### config.mk
export PLATFORM = sky130hd
export DESIGN_NAME = fuzzy_hue_sat_membership_core
export DESIGN_NICKNAME = d
export VERILOG_FILES = /design/src/sv/fhsm_pkg.sv /design/src/sv/fuzzy_hue_sat_membership_core.sv
export SDC_FILE = /design/constraint.sdc
export NUM_CORES = 2
export LEC_CHECK = 0
export ABC_AREA = 1
export ABC_CLOCK_PERIOD_IN_PS = 9280
export BUFFER_PORTS_ARGS = -buffer_cell sky130_fd_sc_hd__buf_2
export CAP_MARGIN = 15
export CORE_UTILIZATION = 45
export CTS_CLUSTER_DIAMETER = 40
export DETAILED_ROUTE_END_ITERATION = 6
export PLACE_DENSITY = 0.58
export SLEW_MARGIN = 5
export SYNTH_ARGS = -nofsm -noshare
export SYNTH_HDL_FRONTEND = slang
export SYNTH_SLANG_ARGS = --single-unit
### constraint.sdc
create_clock -name i_clk -period 9.28 [get_ports i_clk]
set_input_delay 0.928 -clock i_clk [delete_from_list [all_inputs] [get_ports i_clk]]
set_output_delay 0.928 -clock i_clk [all_outputs]
set_load 0.02 [all_outputs]
### src/sv/fhsm_pkg.sv
`timescale 1ns / 1ps

package fhsm_pkg;

    localparam int HUE_LEVELS = 256;
    localparam int SAT_LEVELS = 256;

    localparam int NSTG      = 11;  // total pipeline stages
    localparam int DIV_STG   = 5;   // divider stages
    localparam int DIV_STEPS = 4;   // quotient bits per divider stage
    localparam int QW        = DIV_STG * DIV_STEPS;
    localparam int NLANE     = 3;   // hue A, hue B, saturation

    localparam logic [16:0] Q_ONE = 17'h10000;

    typedef enum logic [2:0] {
        REG_OUTER_MODE = 3'd0,
        REG_HUE_EDGE_0 = 3'd1,
        REG_HUE_EDGE_1 = 3'd2,
        REG_HUE_EDGE_2 = 3'd3,
        REG_HUE_EDGE_3 = 3'd4,
        REG_SAT_EDGE_LO = 3'd5,
        REG_SAT_EDGE_HI = 3'd6
    } t_reg_idx;

    // curve piece kind: zero, one, quadratic, one minus quadratic
    typedef enum logic [1:0] {
        K_ZERO = 2'd0,
        K_ONE  = 2'd1,
        K_Q    = 2'd2,
        K_OMQ  = 2'd3
    } t_kind;

    // rem holds n (then n^2, then remainder), den holds w (then w^2)
    typedef struct packed {
        t_kind        kind;
        logic [15:0]  rem;
        logic [15:0]  den;
        logic [QW-1:0] quo;
    } t_lane;

    function automatic t_lane fix_zero_w(input t_lane l);
        t_lane r;
        r = l;
        if (r.den == 16'd0) begin
            if (r.kind == K_Q)   r.kind = K_ZERO;
            if (r.kind == K_OMQ) r.kind = K_ONE;
        end
        return r;
    endfunction

    function automatic t_lane s_class(input logic [7:0] x, input logic [7:0] a,
                                      input logic [7:0] b);
        t_lane l;
        logic [8:0] x2;
        logic [8:0] ab;
        l  = '0;
        x2 = {x, 1'b0};
        ab = {1'b0, a} + {1'b0, b};
        if (x <= a) begin
            l.kind = K_ZERO;
        end else if (x >= b) begin
            l.kind = K_ONE;
        end else if (x2 <= ab) begin
            l.kind = K_Q;
            l.rem  = {8'd0, x - a};
            l.den  = {8'd0, b - a};
        end else begin
            l.kind = K_OMQ;
            l.rem  = {8'd0, b - x};
            l.den  = {8'd0, b - a};
        end
        return fix_zero_w(l);
    endfunction

    function automatic t_lane pi_class(input logic [7:0] x, input logic [7:0] a,
                                       input logic [7:0] b, input logic [7:0] c,
                                       input logic [7:0] d);
        t_lane l;
        logic [8:0] x2;
        logic [8:0] ab;
        logic [8:0] cd;
        logic [7:0] wl;
        logic [7:0] wr;
        l  = '0;
        x2 = {x, 1'b0};
        ab = {1'b0, a} + {1'b0, b};
        cd = {1'b0, c} + {1'b0, d};
        wl = (b > a) ? b - a : 8'd0;
        wr = (d > c) ? d - c : 8'd0;
        if (x <= a || x >= d) begin
            l.kind = K_ZERO;
        end else if (x >= b && x <= c) begin
            l.kind = K_ONE;
        end else if (x2 <= ab) begin
            l.kind = K_Q;
            l.rem  = {8'd0, x - a};
            l.den  = {8'd0, wl};
        end else if (x <= b) begin
            l.kind = K_OMQ;
            l.rem  = {8'd0, b - x};
            l.den  = {8'd0, wl};
        end else if (x >= c && x2 <= cd) begin
            l.kind = K_OMQ;
            l.rem  = {8'd0, x - c};
            l.den  = {8'd0, wr};
        end else begin
            l.kind = K_Q;
            l.rem  = {8'd0, d - x};
            l.den  = {8'd0, wr};
        end
        return fix_zero_w(l);
    endfunction

    function automatic logic [16:0] piece_val(input t_lane l);
        logic [16:0] q;
        logic [16:0] v;
        q = l.quo[QW-1:QW-17];
        if (q > Q_ONE) q = Q_ONE;
        case (l.kind)
            K_ZERO:  v = 17'd0;
            K_ONE:   v = Q_ONE;
            K_Q:     v = q;
            default: v = Q_ONE - q;
        endcase
        return v;
    endfunction

endpackage

### src/sv/fuzzy_hue_sat_membership_core.sv
`timescale 1ns / 1ps

// Fuzzy hue/saturation color membership. Each transaction carries one pixel's
// hue and saturation and returns an 8-bit membership (0..255). In outer mode
// the hue term is Z(h;e0,e1)+S(h;e2,e3), in inner mode Pi(h;e0..e3); it is
// multiplied by S(s;lo,hi) and by 255, truncated and saturated at 255.
// Throughput is one pixel per clock while the output is not stalled.
// The depth comes from the quadratic pieces floor(2n^2*65536/w^2): three
// restoring dividers (two hue lanes, one saturation lane) run in parallel,
// 4 quotient bits per stage over 5 stages. Each stage holds its transaction
// only while the stage after it is full and blocked, so bubbles collapse and
// new pixels are taken while a finished result waits. Configuration writes
// must happen only while the pipe is empty; index 7 is ignored.
module fuzzy_hue_sat_membership_core
    import fhsm_pkg::*;
(
    input  logic       i_clk,
    input  logic       i_rst_n,
    // configuration write port
    input  logic       i_cfg_we,
    input  logic [2:0] i_cfg_idx,
    input  logic [7:0] i_cfg_data,
    // pixel input channel
    input  logic       i_valid,
    output logic       o_stall,
    input  logic [7:0] i_hue,
    input  logic [7:0] i_saturation,
    // membership output channel
    output logic       o_valid,
    input  logic       i_stall,
    output logic [7:0] o_membership
);

    // ---------------- configuration registers ----------------
    logic       r_outer_mode;
    logic [7:0] r_he0, r_he1, r_he2, r_he3, r_slo, r_shi;

    always_ff @(posedge i_clk) begin
        if (!i_rst_n) begin
            r_outer_mode <= 1'b0;
            r_he0 <= 8'd0;
            r_he1 <= 8'd16;
            r_he2 <= 8'd224;
            r_he3 <= 8'd240;
            r_slo <= 8'd40;
            r_shi <= 8'd100;
        end else if (i_cfg_we) begin
            unique case (i_cfg_idx)
                REG_OUTER_MODE:  r_outer_mode <= i_cfg_data[0];
                REG_HUE_EDGE_0:  r_he0 <= i_cfg_data;
                REG_HUE_EDGE_1:  r_he1 <= i_cfg_data;
                REG_HUE_EDGE_2:  r_he2 <= i_cfg_data;
                REG_HUE_EDGE_3:  r_he3 <= i_cfg_data;
                REG_SAT_EDGE_LO: r_slo <= i_cfg_data;
                REG_SAT_EDGE_HI: r_shi <= i_cfg_data;
                default: ;
            endcase
        end
    end

    // ---------------- flow control ----------------
    // a stage may load when it is empty or its successor may load
    logic [NSTG-1:0] r_vld;
    logic [NSTG-1:0] rdy;

    always_comb begin
        rdy[NSTG-1] = !r_vld[NSTG-1] || !i_stall;
        for (int k = NSTG - 2; k >= 0; k--) begin
            rdy[k] = !r_vld[k] || rdy[k+1];
        end
    end

    always_ff @(posedge i_clk) begin
        if (!i_rst_n) begin
            r_vld <= '0;
        end else begin
            if (rdy[0]) begin
                r_vld[0] <= i_valid;
            end
            for (int k = 1; k < NSTG; k++) begin
                if (rdy[k]) begin
                    r_vld[k] <= r_vld[k-1];
                end
            end
        end
    end

    assign o_stall = !rdy[0];
    assign o_valid = r_vld[NSTG-1];

    // ---------------- stage 0: capture, clamp levels ----------------
    logic [7:0]  r_h, r_s;
    logic [7:0]  n_h, n_s;

    always_comb begin
        n_h = i_hue;
        n_s = i_saturation;
        if ({9'd0, i_hue} >= 17'(HUE_LEVELS))        n_h = 8'(HUE_LEVELS - 1);
        if ({9'd0, i_saturation} >= 17'(SAT_LEVELS)) n_s = 8'(SAT_LEVELS - 1);
    end

    always_ff @(posedge i_clk) begin
        if (rdy[0] && i_valid) begin
            r_h <= n_h;
            r_s <= n_s;
        end
    end

    // ---------------- stage 1: pick curve piece per lane ----------------
    t_lane r_l1 [NLANE];
    t_lane n_l1 [NLANE];

    always_comb begin
        if (r_outer_mode) begin
            n_l1[0] = s_class(r_h, r_he0, r_he1);
            n_l1[1] = s_class(r_h, r_he2, r_he3);
        end else begin
            n_l1[0] = pi_class(r_h, r_he0, r_he1, r_he2, r_he3);
            n_l1[1] = '0;   // unused in inner mode, kind zero
        end
        n_l1[2] = s_class(r_s, r_slo, r_shi);
    end

    always_ff @(posedge i_clk) begin
        if (rdy[1] && r_vld[0]) r_l1 <= n_l1;
    end

    // ---------------- stage 2: squares ----------------
    t_lane r_l2 [NLANE];

    always_ff @(posedge i_clk) begin
        if (rdy[2] && r_vld[1]) begin
            for (int j = 0; j < NLANE; j++) begin
                r_l2[j].kind <= r_l1[j].kind;
                r_l2[j].rem  <= r_l1[j].rem[7:0] * r_l1[j].rem[7:0];
                r_l2[j].den  <= r_l1[j].den[7:0] * r_l1[j].den[7:0];
                r_l2[j].quo  <= '0;
            end
        end
    end

    // ---------------- stages 3..7: restoring dividers ----------------
    // remainder stays below w^2, one quotient bit per step
    t_lane r_ld  [DIV_STG][NLANE];
    t_lane w_din [DIV_STG][NLANE];

    assign w_din[0] = r_l2;

    for (genvar g = 0; g < DIV_STG; g++) begin : g_div
        t_lane n_ld [NLANE];

        if (g > 0) begin : g_chain
            assign w_din[g] = r_ld[g-1];
        end

        always_comb begin
            logic [16:0] t;
            for (int j = 0; j < NLANE; j++) begin
                n_ld[j] = w_din[g][j];
                for (int st = 0; st < DIV_STEPS; st++) begin
                    t = {n_ld[j].rem, 1'b0};
                    if (t >= {1'b0, n_ld[j].den}) begin
                        n_ld[j].rem = 16'(t - {1'b0, n_ld[j].den});
                        n_ld[j].quo = {n_ld[j].quo[QW-2:0], 1'b1};
                    end else begin
                        n_ld[j].rem = t[15:0];
                        n_ld[j].quo = {n_ld[j].quo[QW-2:0], 1'b0};
                    end
                end
            end
        end

        always_ff @(posedge i_clk) begin
            if (rdy[3+g] && r_vld[2+g]) r_ld[g] <= n_ld;
        end
    end

    // ---------------- stage 8: piece values, hue term ----------------
    logic [17:0] r_hue;
    logic [16:0] r_sat;
    logic [16:0] va, vb;

    assign va = piece_val(r_ld[DIV_STG-1][0]);
    assign vb = piece_val(r_ld[DIV_STG-1][1]);

    always_ff @(posedge i_clk) begin
        if (rdy[8] && r_vld[7]) begin
            r_hue <= r_outer_mode ? 18'(Q_ONE - va) + {1'b0, vb} : {1'b0, va};
            r_sat <= piece_val(r_ld[DIV_STG-1][2]);
        end
    end

    // ---------------- stage 9: hue * sat ----------------
    logic [34:0] r_prod;

    always_ff @(posedge i_clk) begin
        if (rdy[9] && r_vld[8]) r_prod <= {17'd0, r_hue} * {18'd0, r_sat};
    end

    // ---------------- stage 10: scale by 255, saturate ----------------
    logic [7:0]  r_mem;
    logic [42:0] scl;
    logic [10:0] top;

    assign scl = {r_prod, 8'd0} - {8'd0, r_prod};
    assign top = scl[42:32];

    always_ff @(posedge i_clk) begin
        if (rdy[10] && r_vld[9]) r_mem <= (top > 11'd255) ? 8'd255 : top[7:0];
    end

    assign o_membership = r_mem;

    // ---------------- assertions ----------------
    a_inner_lane_b_zero: assert property (@(posedge i_clk) disable iff (!i_rst_n)
        r_vld[1] && !r_outer_mode |-> r_l1[1].kind == K_ZERO)
        else $error("hue lane B active in inner mode");

    a_rem_below_den: assert property (@(posedge i_clk) disable iff (!i_rst_n)
        r_vld[2] && (r_l2[0].kind == K_Q || r_l2[0].kind == K_OMQ)
        |-> r_l2[0].rem < r_l2[0].den)
        else $error("divider start remainder not below divisor");

    a_stall_only_full: assert property (@(posedge i_clk) disable iff (!i_rst_n)
        o_stall |-> &r_vld)
        else $error("input stalled with a bubble in the pipe");

    a_advance: assert property (@(posedge i_clk) disable iff (!i_rst_n)
        r_vld[NSTG-2] && rdy[NSTG-1] |=> r_vld[NSTG-1])
        else $error("transaction lost at output stage");

endmodule

### After elaboration in Yosys (flattened, before gate mapping)

Memories as Yosys holds them, arrays and structs flattened.
Cells that the tools add are included.

| cells by class | value |
|---|---|
| add/subtract/negate cells | 78 |
| multiply operators | 7 |
| order comparisons | 77 |
| eq/ne operators | 20 |
| mux-type cells | 188 |
| reductions and logical operators | 54 |

Operators with widths:

| cell | count |
|---|---|
| 17-bit by 16-bit greater-or-equal comparator with 1-bit output | 60 |
| 16-bit two-way mux | 62 |
| 16-bit subtractor | 60 |
| 32-bit two-way mux | 9 |
| 17-bit one-hot mux with 3 select lines | 3 |
| 33-bit two-way mux | 4 |
| 108-bit two-way mux | 1 |
| 8-bit by 8-bit multiplier with 16-bit output | 6 |
| 17-bit two-way mux | 5 |
| 8-bit subtractor | 9 |
| 1-bit two-way mux | 70 |
| 34-bit two-way mux | 2 |
| 16-bit zero test | 4 |
| 2-bit two-way mux | 30 |
| 17-bit > comparator, second input constant | 3 |
| 17-bit subtractor, first input constant | 3 |
| 43-bit by 35-bit subtractor with 43-bit output | 1 |
| 18-bit by 17-bit multiplier with 35-bit output | 1 |
| 8-bit greater-or-equal comparator | 4 |
| 8-bit less-or-equal comparator | 4 |
| 8-bit by 8-bit adder with 9-bit output | 3 |
| 9-bit less-or-equal comparator | 3 |
| 2-bit equality test, second input constant | 11 |
| 18-bit by 17-bit adder with 18-bit output | 1 |
| other kinds (15) | 65 |

| storage, ports and cells | value |
|---|---|
| flip-flop bits (word level) | 310 |
| RAM bits | 810 |
| input bits | 32 |
| output and inout bits | 10 |
| memories kept | 1 |

Memories:

| name | words | bits a word | rd ports | clocked after Yosys merged registers in | write ports | RTL line | RTL |
|---|---|---|---|---|---|---|---|
| r_ld | 5 | 162 | 5 | 0 | 5 | fuzzy_hue_sat_membership_core.sv:144 | `t_lane r_ld [DIV_STG][NLANE];` |

### Logic depth before layout (Yosys ltp)

| logic depth | value |
|---|---|
| word-level depth | 17 |
| mapped depth | 54 |
| gate-level depth less buffers | 51 |

### Worst setup path after synthesis

Ideal clock, no wire load.

| timing path | value |
|---|---|
| kind | register to register |
| start | memory r_ld[0][358] in the netlist's numbering |
| end | memory r_ld[0][536] in the netlist's numbering, data pin |
| library setup time | 0.252 ns |
| data arrival time | 7.153 ns |
| slack | 1.875 ns |
| stages on the path, launching flop included | 47 |
| path buffers | 4 |
| cells stage by stage | edfxtp_1 inv_1 ha_1 a21oi_1 nor2_1 nor3_1 nand2_1 nor2_1 nand2_4 inv_1 clkbuf_1 clkbuf_1 nand2_1 o21ai_0 ha_1 nand2_1 inv_1 a21oi_1 [11 not listed] a221o_1 nor2_1 nand2_1 inv_1 clkbuf_1 nand2_1 o21ai_0 ha_1 a21oi_1 o21ai_0 a21oi_1 o21ai_0 a221o_1 nand3_1 nand2_1 xor2_1 nand2_1 nand2_1 |

RTL lines:

| what | RTL line |
|---|---|
| start, declared | fuzzy_hue_sat_membership_core.sv:144 |

==> flow_summary.json <==
{
  "synthTopCellsByCount": "nand2_1 (2940), inv_1 (1820), ha_1 (1238)",
  "required_ns": 9.81,
  "worstReg2RegStart": "g_div[0].n_ld[77]",
  "grt_overflow": 0,
  "cts_tree": "built",
  "drt_iter0_drc": 5622,
  "worstMarginPinSlew_ns": 1.12,
  "synthArstFlopShare": 0,
  "startpoint_type": "flop",
  "dieHeight_um": 469,
  "cap_violations": 0,
  "cts_made_buffers": 166,
  "crit_type": "flop to flop",
  "layout.nets": 14400,
  "wl_met1_um": 129000,
  "synth-seq-cells": 877,
  "drc": 0,
  "grt_max_degree": 93,
  "postSynthCellCount": 12600,
  "postPlaceCellArea_mm2": 0.102,
  "drive_above_1_share": 0.0648,
  "netlist_top_cells_area": "edfxtp_1 (25%), ha_1 (16%), nand2_1 (11%)",
  "yosysMostFrequentCell": "nand2_1",
  "dr_total_vias": 84100,
  "grt_pass1_wl_um": 436000,
  "n_fill_cell": 21100,
  "fmax_ghz": 0.116,
  "path_max_fanout": 19,
  "clkLatencyLatePin_ns": 0.81,
  "grt_antenna_before_repair": 6,
  "portBuffers": 41,
  "syn_to_final_growth_pct": 9.47,
  "track_usage": 0.246,
  "ys_seq_area_frac": 0.262,
  "synthDominantCellAreaShare": 0.250,
  "ctsHtreeMaxLevel": 4,
  "setup-tns-final_ns": 0,
  "die_w_um": 469,
  "yosysTopAreaCell": "edfxtp_1",
  "cts_max_path_buffers": 3,
  "fin_area_mm2": 0.107,
  "avgSynthCellArea_um2": 7.78,
  "slew_headroom": 0.252,
  "cp_slowest_cell": "ha_1",
  "num_io_pins": 42,
  "synth_flop_cell": "edfxtp_1",
  "rows": 171,
  "layout.cells.non_filler": 15700,
  "dr_wl_met2_um": 127000,
  "setup_viol": 0,
  "hold_buffers": 0,
  "coreArea_mm2": 0.217,
  "rsz0062_at_grt": "true",
  "final.setup_skew_ns": 0.0228,
  "final_hold_viol_count": 0,
  "place_hpwl_um": 221000,
  "min_period_ns": 8.63,
  "place_inst": 15400,
  "met3_length_um": 11500,
  "drtAntennaViolNets": 0,
  "wl_per_cell_um": 17.5,
  "report.final.slew_viol_count": 0,
  "yosys_warnings": 0,
  "globalplace.congestion": 0.946,
  "post-route-period-util": 0.929,
  "dr.pass1.iters": 6,
  "hp-start": "i_hue[1]",
  "clk_pin_slew_ns": 0.06,
  "endpoint_kind": "flop",
  "max_stage_delay_ns": 0.44,
  "status": "finished clean",
  "wl_um": 274000,
  "cts_root_buf": "clkbuf_16",
  "syn_area_mm2": 0.0981,
  "synth_edf_count": 817,
  "cts.sinks": 877,
  "startpoint": "g_div[0].n_ld[77]",
  "top_layer_used": "met4",
  "via_per_inst": 5.36,
  "crit_top_cell": "nand2_1",
  "initial_utilization": 0.452,
  "grt_pass1_vias": 82100,
  "dieArea_mm2": 0.220,
  "synth_cell_types": 78,
  "worstHoldPathType": "input port to flop",
  "worstPathArrival_ns": 9.15
}
==> final timing paths <==
check	end	slack (ns)	depth (start not counted)
max	r_ld[0][104]	0.65	47
min	r_h[1]	0.31	1
max reg2reg	r_ld[0][104]	0.65	47
min reg2reg	r_ld[0][773]	0.40	0
==> routing by layer <==
layer  vias up  global-route usage
met4         0              0.0663
li1      42100                   -
met2      1925               0.411
met1     39600               0.338
met3       430              0.0263
met5         -                   0
==> worst max-delay path, delay by kind of cell (launching register included) <==
| kind | cells | cell delay, ns |
|---|---|---|
| compound gates | 12 | 2.37 |
| xor+xnor | 1 | 0.14 |
| fa+ha+maj | 4 | 1.60 |
| buf+inv | 6 | 1.12 |
| flops | 1 | 0.41 |
| simple gates | 24 | 2.68 |
==> registers in the layout, indices dropped and copies added (netlist names), 11 cells and up <==
| register | flops |
|---|---|
| g_div.n_ld | 51 |
| r_hue | 18 |
| r_l1 | 54 |
| r_l2 | 45 |
| r_ld | 573 |
| r_prod | 35 |
| r_sat | 17 |
| r_vld | 11 |
==> cell type report <==
cell class,instances,area [um^2],share of cell area
inverter,1850,6990,0.0651
multi-input combinational,9613,64100,0.597
clock inverter,124,1370,0.0128
tap,2854,3570,0.0332
sequential,877,25700,0.240
timing repair inverter,4,25.0,0.000233
clock buffer,186,4390,0.0408
antenna,3,7.51,0.0000699
timing repair buffer,177,1230,0.0114
==> repair_timing <==
item	4_1_cts	5_1_grt
resized for setup	0	31
hold endpoints to repair	0	0
endpoints found under the setup margin	0	71
buffers inserted	0	9
==> per-stage QoR <==
stage,hold WS [ns],worst slack (ns),util
floorplan,0.400,1.87,-
global placement,0.401,0.100,0.468
detailed placement,0.405,0.243,0.468
CTS,0.242,0.225,0.494
global route,0.255,-0.0506,0.495
finish,0.308,0.654,0.495
==> cell families after synthesis <==
kind of cell,Yosys count,share of synthesized area
AND/OR/NAND/NOR,4903,0.212
AO/OA/AOI/OAI,2269,0.129
buffers and inverters,2134,0.0850
adder cells (fa/ha/maj),1640,0.240
flip-flops,877,0.262
XOR/XNOR,791,0.0706
multiplexers,6,0.000688
other,1,0.0000382
==> cells in the final DEF, fill, tap and decap left out, types with 115 or more instances in the layout <==
| cell | Yosys | layout |
|---|---|---|
| nand4_1 | 123 | 123 |
| xnor2_1 | 380 | 380 |
| fa_1 | 402 | 402 |
| nand2_2 | 168 | 166 |
| a21oi_1 | 1034 | 1033 |
| nand3_1 | 577 | 577 |
| nor3_1 | 115 | 115 |
| inv_1 | 1820 | 1806 |
| xor2_1 | 411 | 411 |
| nor2_1 | 811 | 807 |
| clkbuf_16 | 0 | 172 |
| nand2_1 | 2940 | 2940 |
| buf_4 | 15 | 136 |
| edfxtp_1 | 817 | 817 |
| o21ai_0 | 769 | 753 |
| ha_1 | 1238 | 1238 |
Power is not shown: default switching activity piles up to over one toggle a cycle in this logic, so the estimate is an artifact.
